--- src/hdl/qpm_pkg.sv ---
// Shared types and constants for the QPSK pulse-shaping modulator.
// Beat payloads, controller/datapath command and status, symbol and sign codes.
// No dependencies.
`timescale 1ns / 1ps

package qpm_pkg;

  localparam int SAMPLE_W   = 20;
  localparam int SAMPLE_MAX = 524287;
  localparam int SAMPLE_MIN = -524288;

  // Item kind
  localparam logic CMD_SYMBOL = 1'b0;
  localparam logic CMD_COEF   = 1'b1;

  // Symbol codes
  localparam logic [1:0] SYM_I_POS = 2'h0;
  localparam logic [1:0] SYM_Q_POS = 2'h1;
  localparam logic [1:0] SYM_Q_NEG = 2'h2;
  localparam logic [1:0] SYM_I_NEG = 2'h3;

  typedef logic signed [1:0] sign_t;

  localparam sign_t SIGN_ZERO = 2'sb00;
  localparam sign_t SIGN_POS  = 2'sb01;
  localparam sign_t SIGN_NEG  = 2'sb11;

  typedef struct packed {
    logic               cmd;
    logic [1:0]         symbol;
    logic [7:0]         coef_index;
    logic signed [15:0] coef_value;
  } qpm_in_t;

  typedef struct packed {
    logic signed [SAMPLE_W-1:0] sample;
    logic [4:0]                 sample_index;
    logic                       last;
  } qpm_out_t;

  typedef struct packed {
    logic coef_wr;
    logic hist_shift;
    logic tap_read;
    logic emit;
  } qpm_cmd_t;

  typedef struct packed {
    logic tap_last;
    logic sample_last;
    logic out_free;
  } qpm_stat_t;

  typedef enum logic [1:0] {
    ST_IDLE,
    ST_READ,
    ST_WAIT,
    ST_EMIT
  } qpm_state_t;

  function automatic sign_t sym_i(logic [1:0] sym);
    sign_t s;
    unique case (sym)
      SYM_I_POS: s = SIGN_POS;
      SYM_I_NEG: s = SIGN_NEG;
      default:   s = SIGN_ZERO;
    endcase
    return s;
  endfunction

  function automatic sign_t sym_q(logic [1:0] sym);
    sign_t s;
    unique case (sym)
      SYM_Q_POS: s = SIGN_POS;
      SYM_Q_NEG: s = SIGN_NEG;
      default:   s = SIGN_ZERO;
    endcase
    return s;
  endfunction

endpackage

--- src/hdl/qpsk_pulse_shaping_modulator.sv ---
// Top level of the QPSK pulse-shaping modulator with fs/4 upconversion.
// Joins qpm_ctrl and qpm_datapath; depends on qpm_pkg.
`timescale 1ns / 1ps

// Usage
//   Input channel (in_valid / in_stall / in_data): each beat is either a
//   coefficient write (cmd = 1) or a symbol (cmd = 0). Load the whole pulse
//   table with coefficient writes before sending the first symbol. A write
//   at an index at or beyond SAMPLES_PER_SYM*SPAN_SYMBOLS is dropped.
//   Output channel (out_valid / out_stall / out_data): each symbol yields
//   SAMPLES_PER_SYM beats, sample_index counting up from 0, last set on the
//   final one. Coefficient writes yield no beat.
// Sequencing
//   A coefficient write leaves the sequencer idle. For each sample of a
//   symbol the sequencer reads every tap through the single memory read
//   port, lets the last read drain into the accumulator and then loads
//   the output register; after the final sample it goes back to idle to
//   take the next beat. in_stall is high while a symbol is in work; the
//   last sample may still sit in the output register while the next beat
//   is taken.
// Reset and backpressure
//   Reset clears the symbol history to zero and empties the output register;
//   the coefficient memory keeps whatever it holds. While out_stall is high
//   the output beat holds and the sequencer waits before the next sample.

module qpsk_pulse_shaping_modulator
  import qpm_pkg::*;
#(
  parameter int SAMPLES_PER_SYM = 24,
  parameter int SPAN_SYMBOLS    = 10,
  parameter int COEF_WIDTH      = 16
) (
  input  logic     clk,
  input  logic     rst_n,
  input  logic     in_valid,
  output logic     in_stall,
  input  qpm_in_t  in_data,
  output logic     out_valid,
  input  logic     out_stall,
  output qpm_out_t out_data
);

  qpm_cmd_t  dp_cmd;
  qpm_stat_t dp_stat;

  // Sequencer: owns the handshake on the input side
  qpm_ctrl u_ctrl (
    .clk      (clk),
    .rst_n    (rst_n),
    .in_valid (in_valid),
    .in_cmd   (in_data.cmd),
    .in_stall (in_stall),
    .stat     (dp_stat),
    .cmd      (dp_cmd)
  );

  // Datapath: history, coefficient memory, accumulator and output register
  qpm_datapath #(
    .SAMPLES_PER_SYM (SAMPLES_PER_SYM),
    .SPAN_SYMBOLS    (SPAN_SYMBOLS),
    .COEF_WIDTH      (COEF_WIDTH)
  ) u_dp (
    .clk       (clk),
    .rst_n     (rst_n),
    .in_data   (in_data),
    .cmd       (dp_cmd),
    .stat      (dp_stat),
    .out_valid (out_valid),
    .out_stall (out_stall),
    .out_data  (out_data)
  );

endmodule

--- src/hdl/qpm_ctrl.sv ---
// Sequencer for the QPSK modulator: accepts beats and steps the datapath
// through tap reads and sample emission. Depends on qpm_pkg.
`timescale 1ns / 1ps

module qpm_ctrl
  import qpm_pkg::*;
(
  input  logic      clk,
  input  logic      rst_n,
  input  logic      in_valid,
  input  logic      in_cmd,
  output logic      in_stall,
  input  qpm_stat_t stat,
  output qpm_cmd_t  cmd
);

  qpm_state_t state_r, state_nxt;

  always_ff @(posedge clk) begin
    if (!rst_n) begin
      state_r <= ST_IDLE;
    end else begin
      state_r <= state_nxt;
    end
  end

  always_comb begin
    state_nxt = state_r;
    cmd       = '0;
    in_stall  = (state_r != ST_IDLE);
    unique case (state_r)
      ST_IDLE: begin
        if (in_valid) begin
          if (in_cmd == CMD_COEF) begin
            cmd.coef_wr = 1'b1;
          end else begin
            cmd.hist_shift = 1'b1;
            state_nxt      = ST_READ;
          end
        end
      end
      ST_READ: begin
        cmd.tap_read = 1'b1;
        if (stat.tap_last) begin
          state_nxt = ST_WAIT;
        end
      end
      // last coefficient lands in the accumulator
      ST_WAIT: begin
        state_nxt = ST_EMIT;
      end
      ST_EMIT: begin
        if (stat.out_free) begin
          cmd.emit  = 1'b1;
          state_nxt = stat.sample_last ? ST_IDLE : ST_READ;
        end
      end
      default: begin
        state_nxt = ST_IDLE;
      end
    endcase
  end

endmodule

--- src/hdl/qpm_datapath.sv ---
// Datapath of the QPSK modulator: symbol history, coefficient memory,
// tap accumulator, carrier mix, saturation and output register. Depends on qpm_pkg.
`timescale 1ns / 1ps

module qpm_datapath
  import qpm_pkg::*;
#(
  parameter int SAMPLES_PER_SYM = 24,
  parameter int SPAN_SYMBOLS    = 10,
  parameter int COEF_WIDTH      = 16
) (
  input  logic      clk,
  input  logic      rst_n,
  input  qpm_in_t   in_data,
  input  qpm_cmd_t  cmd,
  output qpm_stat_t stat,
  output logic      out_valid,
  input  logic      out_stall,
  output qpm_out_t  out_data
);

  localparam int TABLE_SIZE = SAMPLES_PER_SYM * SPAN_SYMBOLS;
  localparam int AW   = $clog2(TABLE_SIZE);
  localparam int KW   = $clog2(SAMPLES_PER_SYM);
  localparam int TW   = (SPAN_SYMBOLS > 1) ? $clog2(SPAN_SYMBOLS) : 1;
  localparam int ACCW = COEF_WIDTH + $clog2(SPAN_SYMBOLS) + 1;

  sign_t                  hist_i_r [SPAN_SYMBOLS];
  sign_t                  hist_q_r [SPAN_SYMBOLS];
  logic signed [COEF_WIDTH-1:0] coef_mem [TABLE_SIZE];

  logic signed [COEF_WIDTH-1:0] rd_coef_r;
  sign_t                        sign_r, sign_nxt;
  logic                         rd_vld_r;
  logic signed [ACCW-1:0]       acc_r, term;
  logic [TW-1:0]                t_r;
  logic [KW-1:0]                k_r;
  logic [AW-1:0]                addr_r;
  logic                         out_valid_r;
  qpm_out_t                     out_data_r;

  logic                         wr_ok;
  logic signed [23:0]           wr_ext;
  sign_t                        h_sel;
  logic                         mix_neg;
  logic signed [31:0]           acc_w;
  logic signed [SAMPLE_W-1:0]   sample_sat;

  assign wr_ok  = 32'(in_data.coef_index) < TABLE_SIZE;
  assign wr_ext = 24'(in_data.coef_value);

  // Carrier at fs/4: +I, -Q, -I, +Q; fold the negation into the tap sign
  assign mix_neg  = k_r[0] ^ k_r[1];
  assign h_sel    = k_r[0] ? hist_q_r[t_r] : hist_i_r[t_r];
  assign sign_nxt = mix_neg ? -h_sel : h_sel;

  always_comb begin
    case (sign_r)
      SIGN_POS: term = ACCW'(rd_coef_r);
      SIGN_NEG: term = -ACCW'(rd_coef_r);
      default:  term = '0;
    endcase
  end

  always_comb begin
    acc_w = 32'(acc_r);
    if (acc_w > SAMPLE_MAX) begin
      sample_sat = SAMPLE_W'(SAMPLE_MAX);
    end else if (acc_w < SAMPLE_MIN) begin
      sample_sat = SAMPLE_W'(SAMPLE_MIN);
    end else begin
      sample_sat = acc_w[SAMPLE_W-1:0];
    end
  end

  assign stat.tap_last    = (t_r == TW'(SPAN_SYMBOLS - 1));
  assign stat.sample_last = (k_r == KW'(SAMPLES_PER_SYM - 1));
  assign stat.out_free    = !out_valid_r || !out_stall;

  // Coefficient memory: one write port, one registered read port
  always_ff @(posedge clk) begin
    if (cmd.coef_wr && wr_ok) begin
      coef_mem[AW'(in_data.coef_index)] <= wr_ext[COEF_WIDTH-1:0];
    end
    if (cmd.tap_read) begin
      rd_coef_r <= coef_mem[addr_r];
      sign_r    <= sign_nxt;
    end
  end

  always_ff @(posedge clk) begin
    if (!rst_n) begin
      for (int i = 0; i < SPAN_SYMBOLS; i++) begin
        hist_i_r[i] <= SIGN_ZERO;
        hist_q_r[i] <= SIGN_ZERO;
      end
    end else if (cmd.hist_shift) begin
      for (int i = SPAN_SYMBOLS - 1; i > 0; i--) begin
        hist_i_r[i] <= hist_i_r[i-1];
        hist_q_r[i] <= hist_q_r[i-1];
      end
      hist_i_r[0] <= sym_i(in_data.symbol);
      hist_q_r[0] <= sym_q(in_data.symbol);
    end
  end

  always_ff @(posedge clk) begin
    if (!rst_n) begin
      rd_vld_r <= 1'b0;
      acc_r    <= '0;
      t_r      <= '0;
      k_r      <= '0;
      addr_r   <= '0;
    end else begin
      rd_vld_r <= cmd.tap_read;
      if (cmd.hist_shift || cmd.emit) begin
        acc_r <= '0;
      end else if (rd_vld_r) begin
        acc_r <= acc_r + term;
      end
      if (cmd.hist_shift) begin
        t_r    <= '0;
        k_r    <= '0;
        addr_r <= '0;
      end else if (cmd.emit) begin
        t_r    <= '0;
        k_r    <= k_r + 1'b1;
        addr_r <= AW'(KW'(k_r + 1'b1));
      end else if (cmd.tap_read) begin
        t_r    <= t_r + 1'b1;
        addr_r <= addr_r + AW'(SAMPLES_PER_SYM);
      end
    end
  end

  always_ff @(posedge clk) begin
    if (!rst_n) begin
      out_valid_r <= 1'b0;
    end else if (cmd.emit) begin
      out_valid_r <= 1'b1;
    end else if (!out_stall) begin
      out_valid_r <= 1'b0;
    end
  end

  always_ff @(posedge clk) begin
    if (cmd.emit) begin
      out_data_r.sample       <= sample_sat;
      out_data_r.sample_index <= 5'(k_r);
      out_data_r.last         <= stat.sample_last;
    end
  end

  assign out_valid = out_valid_r;
  assign out_data  = out_data_r;

endmodule

--- config.mk ---
export PLATFORM = sky130hd
export DESIGN_NAME = qpsk_pulse_shaping_modulator
export DESIGN_NICKNAME = d
export VERILOG_FILES = /design/src/hdl/qpm_pkg.sv /design/src/hdl/qpsk_pulse_shaping_modulator.sv /design/src/hdl/qpm_ctrl.sv /design/src/hdl/qpm_datapath.sv
export SDC_FILE = /design/constraint.sdc
export NUM_CORES = 2
export LEC_CHECK = 0
export CAP_MARGIN = 20
export CORE_MARGIN = 2
export CORE_UTILIZATION = 45
export DETAILED_ROUTE_END_ITERATION = 7
export DONT_BUFFER_PORTS = 1
export SYNTH_ARGS = -nofsm -noshare
export SYNTH_HDL_FRONTEND = slang
export SYNTH_SLANG_ARGS = --single-unit
--- constraint.sdc ---
create_clock -name clk -period 3.4 [get_ports clk]
set_input_delay 0 -clock clk [delete_from_list [all_inputs] [get_ports clk]]
set_output_delay 0 -clock clk [all_outputs]
set_load 0.02 [all_outputs]
; Word-level counts from Yosys, hierarchy flattened
; Memories as Yosys holds them, arrays and structs flattened. A register that Yosys moved wholly into a read port is not among the register bits.
; Cells that the tools add are included.
[word_totals]
out_inout_bits = 28
n_memories = 3
word_cells = 131
ramBits = 3880
inputBits = 31
ff_bits = 70
[op_classes]
n_lt_le_gt_ge = 3
bitwise = 22
n_eq_ne = 15
mux = 57
add_sub_neg = 6
reduce_logical = 13
[memory_table]
columns = memory, words, word_bits, read_ports, rd_clocked_by_memory_dff, wr, line_no
row1 = u_dp.coef_mem, 240, 16, 1, 1, 1, qpm_datapath.sv:30  ; logic signed [COEF_WIDTH-1:0] coef_mem [TABLE_SIZE];
row2 = u_dp.hist_i_r, 10, 2, 10, 1, 10, qpm_datapath.sv:28  ; sign_t hist_i_r [SPAN_SYMBOLS];
row3 = u_dp.hist_q_r, 10, 2, 10, 1, 10, qpm_datapath.sv:29  ; sign_t hist_q_r [SPAN_SYMBOLS];
[op_table]
columns = cell, count
row1 = 2-bit two-way mux, 32
row2 = 21-bit one-hot mux with 2 select lines, 1
row3 = 21-bit adder, 1
row4 = 21-bit by 20-bit > comparator with 1-bit output (second input constant), 1
row5 = 21-bit by 20-bit < comparator with 1-bit output (second input constant), 1
row6 = 16-bit negation with 21-bit output, 1
row7 = 20-bit two-way mux, 1
row8 = 1-bit bitwise OR, 20
row9 = 4-bit two-way mux, 4
row10 = 1-bit two-way mux, 14
row11 = 2-bit == test (second input constant), 5
row12 = 5-bit two-way mux, 2
row13 = 8-bit by 5-bit adder with 8-bit output (second input constant), 1
row14 = 8-bit < comparator (second input constant), 1
row15 = 2-bit inequality test (second input constant), 4
row16 = 2-bit one-hot mux with 2 select lines, 2
row17 = 2-bit one-hot mux with 4 select lines, 1
row18 = 2-bit by 1-bit == test with 1-bit output (second input constant), 3
row19 = 5-bit by 1-bit adder with 5-bit output (second input constant), 1
row20 = 5-bit == test (second input constant), 1
row21 = 4-bit by 1-bit adder with 4-bit output (second input constant), 1
row22 = 4-bit == test (second input constant), 1
row23 = 2-bit logical NOT, 2
row24 = 4-bit AND reduction, 1
row25 = other kinds (10), 14

; Depth between registers and ports, before layout
[depth]
depth_word = 7
mapped_depth = 16
mapped_depth_nobuf = 16

; Modules after synthesis
; From an unflattened synthesis, not the netlist that was laid out.
[hier_totals]
hier_cells = 7464
area_unflattened_um2 = 155113.8
[by_module_without_submodules]
columns = mod, cells_per_inst, area_per_inst_um2, n_inst, seq_area_each_um2
row1 = qpm_datapath, 7438, 154912.3, 1, 118713.9
row2 = qpm_ctrl, 26, 201.4, 1, 40.0

; Least setup slack after synthesis
; OpenSTA, ideal clock, no wires.
[synth_timing]
path_kind = flip-flop to flip-flop
start = reg u_dp.rd_coef_r[2] (read register of u_dp.coef_mem)
end = reg u_dp.acc_r[20]
path_buffers = 0
slack_ps = 68
stages_incl_launch_ff = 16
period_less_slack_ps = 3332
required_ps = 3270
setup_time_ps = 130
t_arrival_ps = 3202
cell_sequence = edfxtp_1 nor3_1 nand3_1 or2_2 o41ai_1 xnor2_1 and2_1 ha_1 a21o_1 a21o_1 a21oi_1 o21ai_0 a31oi_1 mux2i_1 a21o_1 a21oi_1
[synth_via]
elab_chain_len = 3
[synth_rtl]
columns = item, line_no
row1 = start: declaration, qpm_datapath.sv:32  ; logic signed [COEF_WIDTH-1:0] rd_coef_r;
row2 = 16-bit negation with 21-bit output, qpm_datapath.sv:60  ; SIGN_NEG: term = -ACCW'(rd_coef_r);
row3 = 21-bit one-hot mux with 2 select lines (*), qpm_datapath.sv:58  ; case (sign_r)
row4 = 21-bit adder (*), qpm_datapath.sv:119  ; acc_r <= acc_r + term;
row5 = end signal: assignment, qpm_datapath.sv:119
row6 = end: declaration, qpm_datapath.sv:35  ; logic signed [ACCW-1:0] acc_r, term;
; Mark *: on every way between the ends. The rest lies on a longest branch, timed or not.
; A chain may end at the register's enable or synchronous reset.

==> results.cfg <==
[power_and_ir_drop]
power_uw = 111000
vdd_drop_max_uv = 416
p_int_uw = 84000
pwr-share-clk = 0.393
p_leak_uw = 0.0578
p_comb_frac = 0.117
p_sw_uw = 27200
power.density_mw_per_mm2 = 605
swShare = 0.245
share_seq_of_total_power = 0.490

[global_routing]
grt_max_degree = 241
grt-ovfl-total = 0
antenna_found_initial = 25
grt_pass1_wl_um = 623000
grt_use_total = 0.252
grt_pass1_vias = 80652

[routing]
first_pass_iters = 7
vias_per_cell = 6.13
dr_total_vias = 81896
drt-total-wl_um = 447000
drt-initial-drc-count = 11944
ant_nets = 0
wl_per_cell_um = 33.5
route.detailed.drc = 0

[synth]
async_flop_share = 0
ys_types = 86
synth_nets = 7514
synth-main-ff-cell = edfxtp_1
ys_warn_count = 0
synth_edf_count = 3924
yosysSeqAreaShare = 0.764
synth_area_per_cell_um2 = 20.9
ys_ff_latch = 3970
synth_cells = 7451
synth.cell_area_mm2 = 0.156

[critical_path]
cp_slowest_cell = mux4_2
reg2reg_depth = 14
cpPeakStageDelay_ns = 0.50
crit_path_start_kind = flop
required_ns = 4.11
cp.arrival_ns = 4.20
worstPathCellList = buf_16 -> buf_16 -> buf_6 -> buf_12 -> buf_16 -> buf_4 -> buf_4 -> mux4_2 -> o2111ai_2 -> a211oi_2 -> nor4_1 -> buf_4 -> nor3_4 -> or2_4
worst-setup-path-type = flop to flop
end_kind = flop
cp_max_fo = 7

[cells_and_area]
layout.cells.non_filler = 13352
drive_gt1_frac = 0.311
layout_commonest_cell = edfxtp_1
fin_nets = 8530
final_area_mm2 = 0.184
area_delta_synth_final_pct = 18.1
fin_util = 0.535
final_cell_mix = edfxtp_1 (3924), mux4_2 (829), buf_4 (780), mux2i_1 (498), clkbuf_16 (408)

[placed_design]
post-place-ws_ns = -0.528
io_buffers = 0
dp_cells = 12447
post-dp-hpwl_um = 259000
gp_congestion = 0.873
postPlaceCellArea_mm2 = 0.167

[floorplan]
core_area_mm2 = 0.344
fp.dieW_um = 592
ios = 59
die_area_mm2 = 0.350
initial_utilization = 0.453
fp.dieH_um = 592
rows = 215

[outcome]
status = finished, violations left
violations = slew limit, setup timing

[timing]
fin_worst_skew_ns = 0.0442
clock.fmax_ghz = 0.287
maxSlewViolCount = 1038
tightest_slew_ns = 1.89
slew_headroom = -0.260
fin_crit_ns = 3.49
period_share = 1.03
finalHoldViolations = 0
setup_viol = 8
rsz0062_at_grt = true
setup_ws_ns = -0.0886

[clocking]
clk_path_buf_depth = 4
root_buffer = clkbuf_16
cts_sinks = 3970
worstSkewPairLatency_ns = 0.96
clk_pin_slew_worst_paths_ns = 0.06
cts_made_buffers = 399
cts_max_level = 5
cts_tree = built

[flow_run]
drv_cap = 0

[worst_hold_path]
holdPathStages = 5
hp-class = input pin to flop
-- state kept, by name (all words and copies together), names as in the netlist, named ones only --
name,flops
u_dp.t_r,4
u_ctrl.state_r,2
u_dp.k_r,5
u_dp.rd_vld_r,1
u_dp.hist_q_r,20
u_dp.addr_r,8
u_dp.sign_r,2
u_dp.coef_mem,3840
u_dp.acc_r,21
u_dp.rd_coef_r,16
u_dp.out_valid,1
u_dp.out_data,26
u_dp.hist_i_r,20
-- cells in the mapped netlist, types with 31 or more instances --
library cell	n	area [um^2]
nor3_1	51	255
dfxtp_1	46	921
ha_1	31	388
a221o_1	42	420
nand2_1	195	732
o21ai_1	54	270
o221ai_1	54	473
a221oi_1	56	490
mux2i_1	512	5120
mux4_2	829	18700
buf_4	33	248
and2_1	59	369
o21ai_0	77	385
o22ai_1	73	457
buf_2	100	500
a21oi_1	116	581
buf_6	63	709
a22oi_1	43	323
a211oi_1	44	330
nand3_1	75	375
clkbuf_1	162	608
edfxtp_1	3924	118000
buf_1	39	146
nor2_1	378	1420
-- power groups by stage --
| stage | Combinational [uW] | Clock, uW | Sequential, uW |
|---|---|---|---|
| floorplan | 5260 | 0 | 55300 |
| global placement | 10900 | 0 | 55500 |
| detailed placement | 10900 | 0 | 55500 |
| CTS | 12400 | 44200 | 54500 |
| global route | 13300 | 46100 | 54500 |
| finish | 13000 | 43700 | 54500 |
-- path summary, 6_finish.rpt --
path / end / from / slack, ns
worst max-delay path: u_dp.rd_coef_r[4] / u_dp.addr_r[0] / -0.09
worst min-delay path: u_dp.k_r[4] / out_stall / 0.07
worst max register to register: u_dp.rd_coef_r[4] / u_dp.addr_r[0] / -0.09
worst min register to register: u_dp.k_r[1] / u_dp.k_r[1] / 0.52
-- critical path: cells and delay by family (launching register included) --
kind	cells	cell delay (ns)
buffers and inverters	8	1.20
DFF	1	0.42
muxes	1	0.50
AOI/OAI and AO/OA	2	0.43
and+or+nand+nor	3	0.67
-- timing repair --
item | 4_1_cts | 5_1_grt
resized for setup | 166 | 121
pin swaps | 24 | 49
setup endpoints to repair | 25 | 110
endpoints found under the hold margin | 6213 | 0
cloned | 19 | 3
buffers inserted | 28 | 65
hold buffers | 68 | 0
-- kinds of logic (layout without fill, tap and decap cells) --
kind of cell / after synthesis / in the layout / synth area share
xor+xnor: 40 / 40 / 0.00225
flops: 3970 / 3970 / 0.764
simple gates: 859 / 859 / 0.0245
fa+ha+maj: 32 / 32 / 0.00262
buf+inv: 458 / 1794 / 0.0187
mux: 1375 / 1375 / 0.156
compound gates: 717 / 717 / 0.0327
other cells: 0 / 8 / 0
-- per-stage QoR --
| stage | TNS (ns) | hold WS, ns |
|---|---|---|
| 6_report | -0.201 | 0.0734 |
| 3_3_place_gp | -6.48 | 0.123 |
| 5_1_grt | -0.851 | 0.0260 |
| 4_1_cts | -0.0253 | 0.00654 |
| 3_5_place_dp | -4.70 | 0.130 |
| 2_1_floorplan | 0 | 0.0989 |
-- layer usage --
layer	share of wire	wire (um)	track usage
met5	0.000060	27	0
met4	0.039	17400	0.0899
met3	0.092	41200	0.0454
met2	0.47	211000	0.397
met1	0.40	178000	0.355
-- area by class of cell --
type	instances	area (um^2)
Inverter	22	103
Clock inverter	252	2520
Tap cell	4557	5700
Timing Repair Buffer	1051	11000
Antenna cell	8	20.0
Clock buffer	469	10400
Fill cell	26221	160000
Multi-Input combinational cell	3023	35200
Sequential cell	3970	119000
Power figures use the tool's default switching activity.
